<file path="config.mk">
export PLATFORM = sky130hd
export DESIGN_NAME = key_value_table
export DESIGN_NICKNAME = d
export VERILOG_FILES = /design/src/rtl/kvt_pkg.sv /design/src/rtl/key_value_table.sv
export SDC_FILE = /design/constraint.sdc
export NUM_CORES = 1
export LEC_CHECK = 0
export CORE_MARGIN = 3
export CORE_UTILIZATION = 45
export CTS_CLUSTER_SIZE = 10
export DETAILED_ROUTE_END_ITERATION = 12
export DONT_BUFFER_PORTS = 1
export SYNTH_ARGS = -nofsm -noshare
export SYNTH_HDL_FRONTEND = slang
export SYNTH_SLANG_ARGS = --single-unit
</file>
<file path="constraint.sdc">
create_clock -name i_clk -period 5 [get_ports i_clk]
set_input_delay 0.25 -clock i_clk [delete_from_list [all_inputs] [get_ports i_clk]]
set_output_delay 0.25 -clock i_clk [all_outputs]
set_load 0.02 [all_outputs]
</file>
<file path="src/rtl/kvt_pkg.sv">
// Package for the key-value table: codes, microcode word and control store.
package kvt_pkg;

    localparam int KVT_DEPTH = 16;
    localparam int KVT_KEY_W = 32;
    localparam int KVT_VAL_W = 32;
    localparam int KVT_TOTAL_W = 5;

    typedef enum logic [1:0] {
        CMD_PUT    = 2'd0,
        CMD_GET    = 2'd1,
        CMD_REMOVE = 2'd2
    } t_cmd;

    typedef enum logic [1:0] {
        ST_OK        = 2'd0,
        ST_NOT_FOUND = 2'd1,
        ST_FULL      = 2'd2
    } t_status;

    // Sequencer steps.
    typedef enum logic [2:0] {
        S_CLR    = 3'd0,
        S_WAIT   = 3'd1,
        S_READ   = 3'd2,
        S_LOOP   = 3'd3,
        S_COMMIT = 3'd4
    } t_step;

    // Jump conditions.
    typedef enum logic [2:0] {
        C_ALWAYS    = 3'd0,
        C_IN_ACC    = 3'd1,
        C_SCAN_DONE = 3'd2,
        C_CLR_DONE  = 3'd3,
        C_OUT_FREE  = 3'd4
    } t_cond;

    typedef struct packed {
        logic  in_rdy;     // take a new item
        logic  scan_init;  // rewind the slot address, drop scan results
        logic  rd_en;      // read a slot and advance
        logic  cmp_en;     // compare the slot read last cycle
        logic  clr_wr;     // clear one valid mark and advance
        logic  commit;     // apply the command and load the result
        t_cond cond;
        t_step tgt_t;
        t_step tgt_f;
    } t_uword;

    function automatic t_uword uc_rom(input t_step step);
        t_uword w;
        w = '{in_rdy: 1'b0, scan_init: 1'b0, rd_en: 1'b0, cmp_en: 1'b0,
              clr_wr: 1'b0, commit: 1'b0, cond: C_ALWAYS,
              tgt_t: S_WAIT, tgt_f: S_WAIT};
        case (step)
            S_CLR: begin
                w.clr_wr = 1'b1;
                w.cond   = C_CLR_DONE;
                w.tgt_t  = S_WAIT;
                w.tgt_f  = S_CLR;
            end
            S_WAIT: begin
                w.in_rdy    = 1'b1;
                w.scan_init = 1'b1;
                w.cond      = C_IN_ACC;
                w.tgt_t     = S_READ;
                w.tgt_f     = S_WAIT;
            end
            S_READ: begin
                w.rd_en = 1'b1;
                w.cond  = C_ALWAYS;
                w.tgt_t = S_LOOP;
                w.tgt_f = S_LOOP;
            end
            S_LOOP: begin
                w.rd_en  = 1'b1;
                w.cmp_en = 1'b1;
                w.cond   = C_SCAN_DONE;
                w.tgt_t  = S_COMMIT;
                w.tgt_f  = S_LOOP;
            end
            S_COMMIT: begin
                w.commit = 1'b1;
                w.cond   = C_OUT_FREE;
                w.tgt_t  = S_WAIT;
                w.tgt_f  = S_COMMIT;
            end
            default: begin
                w.cond  = C_ALWAYS;
                w.tgt_t = S_CLR;
                w.tgt_f = S_CLR;
            end
        endcase
        return w;
    endfunction

endpackage

</file>
<file path="src/rtl/key_value_table.sv">
// Key-value table of DEPTH slots holding signed 32-bit keys and values. Each
// item is a put, get or remove; each gives one result item with a status, the
// value read by a get (zero otherwise) and the entry count after the command,
// taken modulo 32. A put on a held key overwrites its value, a new key takes
// the lowest free slot or reports full. Slots live in single-port memories
// with one registered read port; a small microcoded sequencer walks every
// slot once through that port, comparing one key per cycle, then writes back
// in one step. An item occupies the block from its acceptance through the
// first read, the scan and the write-back step; the next item is accepted
// only after that. A result waits in an output register, so the next item is
// accepted and scanned while it waits; only the write-back step holds for
// it. After reset a clearing pass wipes every valid mark, during which
// o_ready stays low.
module key_value_table #(
    parameter int DEPTH = kvt_pkg::KVT_DEPTH
) (
    input  logic                                 i_clk,
    input  logic                                 i_rst_n,
    input  logic                                 i_valid,
    output logic                                 o_ready,
    input  logic [1:0]                           i_cmd,
    input  logic signed [kvt_pkg::KVT_KEY_W-1:0] i_lookup_key,
    input  logic signed [kvt_pkg::KVT_VAL_W-1:0] i_write_value,
    output logic                                 o_valid,
    input  logic                                 i_ready,
    output logic [1:0]                           o_status,
    output logic signed [kvt_pkg::KVT_VAL_W-1:0] o_read_value,
    output logic [kvt_pkg::KVT_TOTAL_W-1:0]      o_entry_total
);
    import kvt_pkg::*;

    localparam int AW  = $clog2(DEPTH);      // slot index width
    localparam int AW1 = $clog2(DEPTH + 1);  // address counter, can hold DEPTH
    localparam int CW  = $clog2(DEPTH + 1);  // entry count

    // Slot storage: one write and one registered read per cycle.
    logic                 mem_valid [DEPTH];
    logic [KVT_KEY_W-1:0] mem_key   [DEPTH];
    logic [KVT_VAL_W-1:0] mem_value [DEPTH];

    // Sequencer.
    t_step  r_step, n_step;
    t_uword uw;
    logic   cond_true;

    // Scan address and the registered read port.
    logic [AW1-1:0]       r_addr, n_addr;
    logic                 rd_go;
    logic                 r_rd_valid;
    logic [KVT_KEY_W-1:0] r_rd_key;
    logic [KVT_VAL_W-1:0] r_rd_value;
    logic [AW-1:0]        r_rd_idx;

    // Scan results.
    logic                 r_hit, n_hit;
    logic [AW-1:0]        r_hit_idx, n_hit_idx;
    logic [KVT_VAL_W-1:0] r_hit_val, n_hit_val;
    logic                 r_free, n_free;
    logic [AW-1:0]        r_free_idx, n_free_idx;

    // Item under work.
    logic [1:0]           r_cmd;
    logic [KVT_KEY_W-1:0] r_key;
    logic [KVT_VAL_W-1:0] r_wval;

    logic [CW-1:0] r_count, n_count;

    // Result register.
    logic                 r_o_valid, n_o_valid;
    logic [1:0]           r_o_status;
    logic [KVT_VAL_W-1:0] r_o_read_value;
    logic [KVT_TOTAL_W-1:0] r_o_entry_total;

    logic in_acc, out_free, commit_go;

    // Write port.
    logic          wv_en, wv_bit, wk_en, wval_en;
    logic [AW-1:0] w_addr;
    t_status       res_status;
    logic [KVT_VAL_W-1:0] res_value;

    assign uw        = uc_rom(r_step);
    assign o_ready   = uw.in_rdy;
    assign in_acc    = i_valid && uw.in_rdy;
    assign out_free  = !r_o_valid || i_ready;
    assign commit_go = uw.commit && out_free;
    assign rd_go     = uw.rd_en && (r_addr != AW1'(DEPTH));

    // Jump condition and next step.
    always_comb begin
        case (uw.cond)
            C_ALWAYS:    cond_true = 1'b1;
            C_IN_ACC:    cond_true = in_acc;
            C_SCAN_DONE: cond_true = (r_addr == AW1'(DEPTH));
            C_CLR_DONE:  cond_true = (r_addr == AW1'(DEPTH - 1));
            C_OUT_FREE:  cond_true = out_free;
            default:     cond_true = 1'b1;
        endcase
        n_step = cond_true ? uw.tgt_t : uw.tgt_f;
    end

    // Address counter: rewound while waiting, advanced by reads and clears.
    always_comb begin
        n_addr = r_addr;
        if (uw.scan_init) begin
            n_addr = '0;
        end else if (rd_go || uw.clr_wr) begin
            n_addr = r_addr + AW1'(1);
        end
    end

    // Keep the first matching slot and the lowest free slot seen so far.
    always_comb begin
        n_hit      = r_hit;
        n_hit_idx  = r_hit_idx;
        n_hit_val  = r_hit_val;
        n_free     = r_free;
        n_free_idx = r_free_idx;
        if (uw.scan_init) begin
            n_hit  = 1'b0;
            n_free = 1'b0;
        end else if (uw.cmp_en) begin
            if (r_rd_valid && (r_rd_key == r_key) && !r_hit) begin
                n_hit     = 1'b1;
                n_hit_idx = r_rd_idx;
                n_hit_val = r_rd_value;
            end
            if (!r_rd_valid && !r_free) begin
                n_free     = 1'b1;
                n_free_idx = r_rd_idx;
            end
        end
    end

    // Write-back decision and result.
    always_comb begin
        wv_en      = 1'b0;
        wv_bit     = 1'b0;
        wk_en      = 1'b0;
        wval_en    = 1'b0;
        w_addr     = r_hit_idx;
        n_count    = r_count;
        res_status = ST_OK;
        res_value  = '0;
        if (uw.clr_wr) begin
            wv_en  = 1'b1;
            w_addr = r_addr[AW-1:0];
        end else if (commit_go) begin
            case (r_cmd)
                CMD_PUT: begin
                    if (r_hit) begin
                        wval_en = 1'b1;
                    end else if (r_free) begin
                        w_addr  = r_free_idx;
                        wv_en   = 1'b1;
                        wv_bit  = 1'b1;
                        wk_en   = 1'b1;
                        wval_en = 1'b1;
                        n_count = r_count + CW'(1);
                    end else begin
                        res_status = ST_FULL;
                    end
                end
                CMD_GET: begin
                    if (r_hit) begin
                        res_value = r_hit_val;
                    end else begin
                        res_status = ST_NOT_FOUND;
                    end
                end
                CMD_REMOVE: begin
                    if (r_hit) begin
                        wv_en   = 1'b1;
                        n_count = r_count - CW'(1);
                    end else begin
                        res_status = ST_NOT_FOUND;
                    end
                end
                default: begin
                    res_status = ST_OK;
                end
            endcase
        end
    end

    // Result valid: load on commit, drop once taken.
    always_comb begin
        n_o_valid = r_o_valid;
        if (commit_go) begin
            n_o_valid = 1'b1;
        end else if (i_ready) begin
            n_o_valid = 1'b0;
        end
    end

    // Sequencer state.
    always_ff @(posedge i_clk) begin
        if (!i_rst_n) begin
            r_step <= S_CLR;
        end else begin
            r_step <= n_step;
        end
    end

    // Control registers.
    always_ff @(posedge i_clk) begin
        if (!i_rst_n) begin
            r_addr    <= '0;
            r_hit     <= 1'b0;
            r_free    <= 1'b0;
            r_count   <= '0;
            r_o_valid <= 1'b0;
        end else begin
            r_addr    <= n_addr;
            r_hit     <= n_hit;
            r_free    <= n_free;
            r_count   <= n_count;
            r_o_valid <= n_o_valid;
        end
    end

    // Payload registers.
    always_ff @(posedge i_clk) begin
        r_hit_idx  <= n_hit_idx;
        r_hit_val  <= n_hit_val;
        r_free_idx <= n_free_idx;
        if (in_acc) begin
            r_cmd  <= i_cmd;
            r_key  <= i_lookup_key;
            r_wval <= i_write_value;
        end
        if (commit_go) begin
            r_o_status      <= res_status;
            r_o_read_value  <= res_value;
            r_o_entry_total <= KVT_TOTAL_W'(n_count);
        end
    end

    // Slot memories.
    always_ff @(posedge i_clk) begin
        if (wv_en) begin
            mem_valid[w_addr] <= wv_bit;
        end
        if (wk_en) begin
            mem_key[w_addr] <= r_key;
        end
        if (wval_en) begin
            mem_value[w_addr] <= r_wval;
        end
        if (rd_go) begin
            r_rd_valid <= mem_valid[r_addr[AW-1:0]];
            r_rd_key   <= mem_key[r_addr[AW-1:0]];
            r_rd_value <= mem_value[r_addr[AW-1:0]];
            r_rd_idx   <= r_addr[AW-1:0];
        end
    end

    assign o_valid       = r_o_valid;
    assign o_status      = r_o_status;
    assign o_read_value  = r_o_read_value;
    assign o_entry_total = r_o_entry_total;

endmodule

</file>
# After elaboration in Yosys (flattened, before gate mapping)
# Memories as Yosys holds them, arrays and structs flattened. A register that Yosys moved wholly into a read port is not among the register bits.
# Cells that the tools add are included.
# Widths: inputs -> output; s select.
# word_totals
register_bits	165
mem_bits_rw	1040
output_inout_bits	41
wordCells	107
n_memories	3
# mem_list
name	depth	width	read_ports	rd_clocked_by_memory_dff	write_ports	line_no	source
mem_key	16	32	1	1	1	key_value_table.sv:38	logic [KVT_KEY_W-1:0] mem_key [DEPTH];
mem_value	16	32	1	1	1	key_value_table.sv:39	logic [KVT_VAL_W-1:0] mem_value [DEPTH];
mem_valid	16	1	1	1	1	key_value_table.sv:37	logic mem_valid [DEPTH];
# classes
add_sub_neg	3
n_eq_ne	14
muxes	44
bitwise_logic	4
n_reduce_logical	23
# op_table
op	n
$pmux 9 s5	1
$eq 32x32->1	1
$mux 1	25
$mux 5	5
$mux 4	5
$eq 3x2->1 const B	4
$add 5x1->5 const B	2
$pmux 5 s2	1
$eq 3x1->1 const B	2
$eq 3x3->1 const B	2
$logic_and 1x1->1	6
$mux 2	3
$reduce_and 3->1	2
$reduce_or 2->1	3
$eq 5x4->1 const B	1
$eq 5x5->1 const B	1
$ne 5x5->1 const B	1
$sub 5x1->5 const B	1
$logic_not 1->1	4
$not 1->1	4
$pmux 1 s4	1
$pmux 2 s2	1
$reduce_and 2->1	2
$logic_not 3->1	1
other kinds (8)	9

# Logic depth before layout (Yosys ltp)
# logic_depth
ltp_word	7
mapped_depth	10

# Worst setup path after synthesis
# No wires, ideal clock.
# synth_timing
path_type	flip-flop to flip-flop
startpoint	register r_key[4]
endpoint	register r_hit_idx[0], enable pin
setup_time_ps	523
arrival_time_ps	4682
t_required_ps	4477
path_slack_ps	-204
stages_incl_launch_ff	5
synth_period_minus_slack_ps	5204
cell_sequence	edfxtp_1 -> xor2_1 -> nor4_1 -> nand3_1 -> nor4_1
# synth_between
elab_chain_cells	4
# synth_lines
element	line_no	source
start: declaration	key_value_table.sv:63	logic [KVT_KEY_W-1:0] r_key;
start signal: assignment	key_value_table.sv:229	r_key <= i_lookup_key;
$eq 32x32->1	key_value_table.sv:123	if (r_rd_valid && (r_rd_key == r_key) && !r_hit) begin
$logic_and 1x1->1 (2 in a row)	key_value_table.sv:123	
$reduce_and 3->1 (no line)	-	
end signal: assignment	key_value_table.sv:224	r_hit_idx <= n_hit_idx;
end: declaration	key_value_table.sv:56	logic [AW-1:0] r_hit_idx, n_hit_idx;
# Every way passes these cells.
# A chain may end at the register's enable or synchronous reset.

# Worst setup path in the final report
# layout_timing
startpoint	register r_cmd[0]
endpoint	memory mem_key[15][16], enable pin
# layout_between
elab_chain_cells	6
# layout_lines
element	line_no	source
start: declaration	key_value_table.sv:62	logic [1:0] r_cmd;
start signal: assignment	key_value_table.sv:228	r_cmd <= i_cmd;
$logic_not 2->1 *	key_value_table.sv:149	case (r_cmd)
$mux 1	key_value_table.sv:149	
$mux 1	key_value_table.sv:148	end else if (commit_go) begin
$mux 1	key_value_table.sv:145	if (uw.clr_wr) begin
$mux 1	key_value_table.sv:244	if (wk_en) begin
$mux 1 (implied by the code)	key_value_table.sv:245	mem_key[w_addr] <= r_key;
end: declaration	key_value_table.sv:38	
# Mark *: on every way between the ends. The rest lies on a longest branch, timed or not.

==> results.md <==
* Clock tree from TritonCTS: built
* CP Capture Type: flop
* Tcrit/Tclk final at 0.811
* Time the worst path needs with I/O delays and setup at 4.05 ns
* Ports at 111
* Async S/R FF share, synth at 0
* Number of endpoints with negative hold slack in the final report at 0
* Nets at 2245
* Setup slack of the worst register-to-register path at 0.95 ns
* Reg2Reg Depth at 8
* Setup clock skew after layout at 0.0274 ns
* Final-layout setup total negative slack at 0 ns
* Setup slack after placement at 0.963 ns
* Leakage power at 16.4 nW
* Global-route wire length before repair at 148000 µm
* Y dimension of the die at 331 µm
* Maximum fanout along the worst path at 24
* Total power density per cell area at 400 mW/mm²
* Worst slew margin relative to its limit at 0.213
* Sequential element share of the synthesized area at 0.799
* Number of nets in the synthesized netlist at 2071
* Count of input and output buffers at 0
* Slew @ Worst Pin at 1.18 ns
* Average wire per cell in the routed design at 27.8 µm
* Maximum clock path buffer count at 3
* Clk root buf: sky130_fd_sc_hd__clkbuf_16
* Endpoint of the worst-slack reg-to-reg timing path: mem_key[15][16]$_DFFE_PP_
* #FFs+latches synth at 1270
* Top cells by instance count after synthesis: 1254 x sky130_fd_sc_hd__edfxtp_1, 325 x sky130_fd_sc_hd__mux4_2, 70 x sky130_fd_sc_hd__nor2_1
* Signal arrival time at the worst endpoint at 4.50 ns
* Worst min-delay path class: input pin to flop
* Launch point of the worst path: r_cmd[0]$_DFFE_PP_
* Number of warning messages in the yosys log at 0
* Cell area after layout at 0.0543 mm²
* Final routed wirelength across all metal layers at 99500 µm
* Number of antenna violations at the first check in global routing at 2
* Total Routing Usage GR at 0.187
* Post-cts repair resize count at 0
* Final core utilization at 0.521
* Dominant combinational cell family by area after synthesis: multiplexers
* Unrepaired setup endpoints after global routing: false
* Vias in the first global route at 21.7k
* Layout cells sized above 1 at 0.268
* Reg-to-reg critical path startpoint: r_cmd[0]$_DFFE_PP_
* Number of remaining DRC errors at 0
* Synth Instances at 1993
* Top area cells in the synthesized netlist: sky130_fd_sc_hd__edfxtp_1 79%, sky130_fd_sc_hd__mux4_2 15%, sky130_fd_sc_hd__dfxtp_1 0.67%
* Area share of the leading cell type in the synthesized netlist at 0.792
* Arithmetic-cell share of the synthesized area counting full adders, half adders and majority gates at 0.00210
* Number of rows in the core area at 118
* CTS sink count at 1270
* Mean area per synthesized cell at 23.9 µm²
* Starting density of the core at 0.456
* Die Footprint at 0.110 mm²
* ANT nets after route at 0
* Max rail drop VDD at 0.261 mV
* Number of buffers added by the clock tree synthesis step at 146
* Start-to-end type of the worst setup path: flop to flop
* Status: finished clean
* Critical path capture point: mem_key[15][16]$_DFFE_PP_
* Worst Slack Setup Final at 0.947 ns
* Max Cap Violations at 0
* Simple logic cell fraction of the synthesized area at 0.0223
* Clk_lat worst skew at 0.75 ns
* Total number of vias at 20.7k
* Number of search-and-repair iterations in the first detailed-routing pass at 5
* Core region area at 0.104 mm²
* Top-count cell post-synth: sky130_fd_sc_hd__edfxtp_1
* Depth of the CTS H-tree at 4
* Relative area change from synthesis to final layout at 14.1%
* Cell Area, Synth at 0.0476 mm²
* Maximum number of pins on one net before global-route repair at 136
* Worst path required time at 5.44 ns
* Post-DR vias/cell at 5.78
* Compound-cell area share of the yosys netlist at 0.00700
* Library cells used by synthesis at 57
* Clock-pin slew of the registers on the worst-case setup and hold paths at 0.05 ns
* Post-route worst hold slack at 0.132 ns
* Final setup violation count at 0
* Most instantiated flip-flop cell in the synthesis netlist: sky130_fd_sc_hd__edfxtp_1
* Total count of max-transition violations in the final report at 0
* Final GP Congestion at 0.781
* Post-synth EDFFs at 1254
* Achievable clock frequency at 247 MHz
* Cell type with the largest total area after synthesis: sky130_fd_sc_hd__edfxtp_1
* DRT iter0 DRCs at 1952
* Floorplan die width at 331 µm
* Antenna Diode Count at 0
* Startpoint class of the critical path: flop
* Portion of netlist area occupied by mux cells at 0.154
* Congestion Overflow GR at 0
* Instance area at placement at 0.0496 mm²
* XOR/XNOR Fraction of Synth Area at 0.00608
* Placed wire-length estimate at 56400 µm
-- critical path, cell delays in order (launching register included) --
cell	delay (ns)
sky130_fd_sc_hd__edfxtp_1	0.42
sky130_fd_sc_hd__inv_1	0.10
sky130_fd_sc_hd__ha_1	0.35
sky130_fd_sc_hd__and3b_1	0.33
sky130_fd_sc_hd__nand4_1	0.13
sky130_fd_sc_hd__a31oi_1	0.76
sky130_fd_sc_hd__nand3_1	0.52
sky130_fd_sc_hd__nor2_4	0.84
sky130_fd_sc_hd__buf_4	0.29
-- report_power, final --
part           leakage [nW]  switching, W  internal, W
clock                  1.95       0.00393      0.00529
sequential             11.3     0.0000595       0.0116
combinational          3.07      0.000386     0.000487
-- repair_timing --
item,CTS,global route
buffers inserted,0,0
hold buffers,69,0
endpoints found under the hold margin,82,0
setup endpoints to repair,0,0
-- worst min-delay path by stage --
stage	start	to	slack [ns]	cells past startpoint
6_report	i_write_value[29]	r_wval[29]$_DFFE_PP_	0.13	1
5_1_grt	i_write_value[15]	r_wval[15]$_DFFE_PP_	0.1	1
4_1_cts	i_write_value[0]	r_wval[0]$_DFFE_PP_	0.07	1
3_5_place_dp	i_lookup_key[15]	r_key[15]$_DFFE_PP_	0.35	0
3_3_place_gp	i_write_value[17]	r_wval[17]$_DFFE_PP_	0.35	0
2_1_floorplan	i_cmd[0]	r_cmd[0]$_DFFE_PP_	0.35	0
-- logic make-up after synthesis --
family | after synthesis
AO/OA/AOI/OAI | 46
buffers and inverters | 109
multiplexers | 325
AND/OR/NAND/NOR | 202
flip-flops | 1270
adder cells (fa/ha/maj) | 8
XOR/XNOR | 33
-- flip-flops by register name, indices dropped and copies added (netlist names), 16 cells and up --
| signal | cells |
|---|---|
| mem_key | 512 |
| mem_valid | 16 |
| mem_value | 512 |
| o_read_value | 32 |
| r_hit_val | 32 |
| r_key | 32 |
| r_rd_key | 32 |
| r_rd_value | 32 |
| r_wval | 32 |
-- routing by layer --
layer  wire length (µm)  share of wire  GRT usage
met1              42900           0.43      0.267
met2              48100           0.48      0.288
met3               6470          0.065     0.0458
met4               2110          0.021     0.0549
met5                  0              0          0
-- placed cells by master, fill, tap and decap left out, types with 3 or more instances in the layout --
cell type	synthesis	layout
sky130_fd_sc_hd__mux4_2	325	325
sky130_fd_sc_hd__buf_4	1	47
sky130_fd_sc_hd__clkinv_16	0	3
sky130_fd_sc_hd__nor2_4	0	33
sky130_fd_sc_hd__nand2b_1	8	8
sky130_fd_sc_hd__clkinv_1	0	4
sky130_fd_sc_hd__nand3_1	12	12
sky130_fd_sc_hd__edfxtp_1	1254	1254
sky130_fd_sc_hd__nor3_1	4	4
sky130_fd_sc_hd__dlygate4sd3_1	0	69
sky130_fd_sc_hd__a21oi_1	13	13
sky130_fd_sc_hd__inv_6	0	5
sky130_fd_sc_hd__buf_12	0	4
sky130_fd_sc_hd__xor2_1	31	31
sky130_fd_sc_hd__a31oi_1	3	3
sky130_fd_sc_hd__nor2b_1	3	3
sky130_fd_sc_hd__inv_16	0	3
sky130_fd_sc_hd__clkinv_8	0	3
sky130_fd_sc_hd__and3_1	4	4
sky130_fd_sc_hd__nand2_1	21	21
sky130_fd_sc_hd__and2_1	38	37
sky130_fd_sc_hd__dfxtp_4	0	4
sky130_fd_sc_hd__clkbuf_1	53	18
sky130_fd_sc_hd__or3_1	5	5
sky130_fd_sc_hd__nor2_1	70	37
sky130_fd_sc_hd__inv_1	15	14
sky130_fd_sc_hd__ha_1	8	8
sky130_fd_sc_hd__nand4_1	7	7
sky130_fd_sc_hd__clkbuf_16	0	147
sky130_fd_sc_hd__o21ai_0	8	8
sky130_fd_sc_hd__nor4_1	15	14
sky130_fd_sc_hd__dfxtp_1	16	12
-- through the flow --
stage | std cells | power [W]
2_1_floorplan | 1993 | 0.0124
3_3_place_gp | 3330 | 0.0127
3_5_place_dp | 3330 | 0.0127
4_1_cts | 3584 | 0.0220
5_1_grt | 3584 | 0.0224
6_report | 3584 | 0.0217
-- layout make-up --
cell class | instances | area [µm²]
flip-flops and latches | 1270 | 38000
fillers | 7964 | 50000
clock buffers | 165 | 3750
well taps | 1380 | 1730
inverters | 15 | 56.3
repair buffers | 120 | 1120
multi-input cells | 614 | 9370
clock inverters | 20 | 268
No activity file was read; power rests on OpenSTA's default activity.
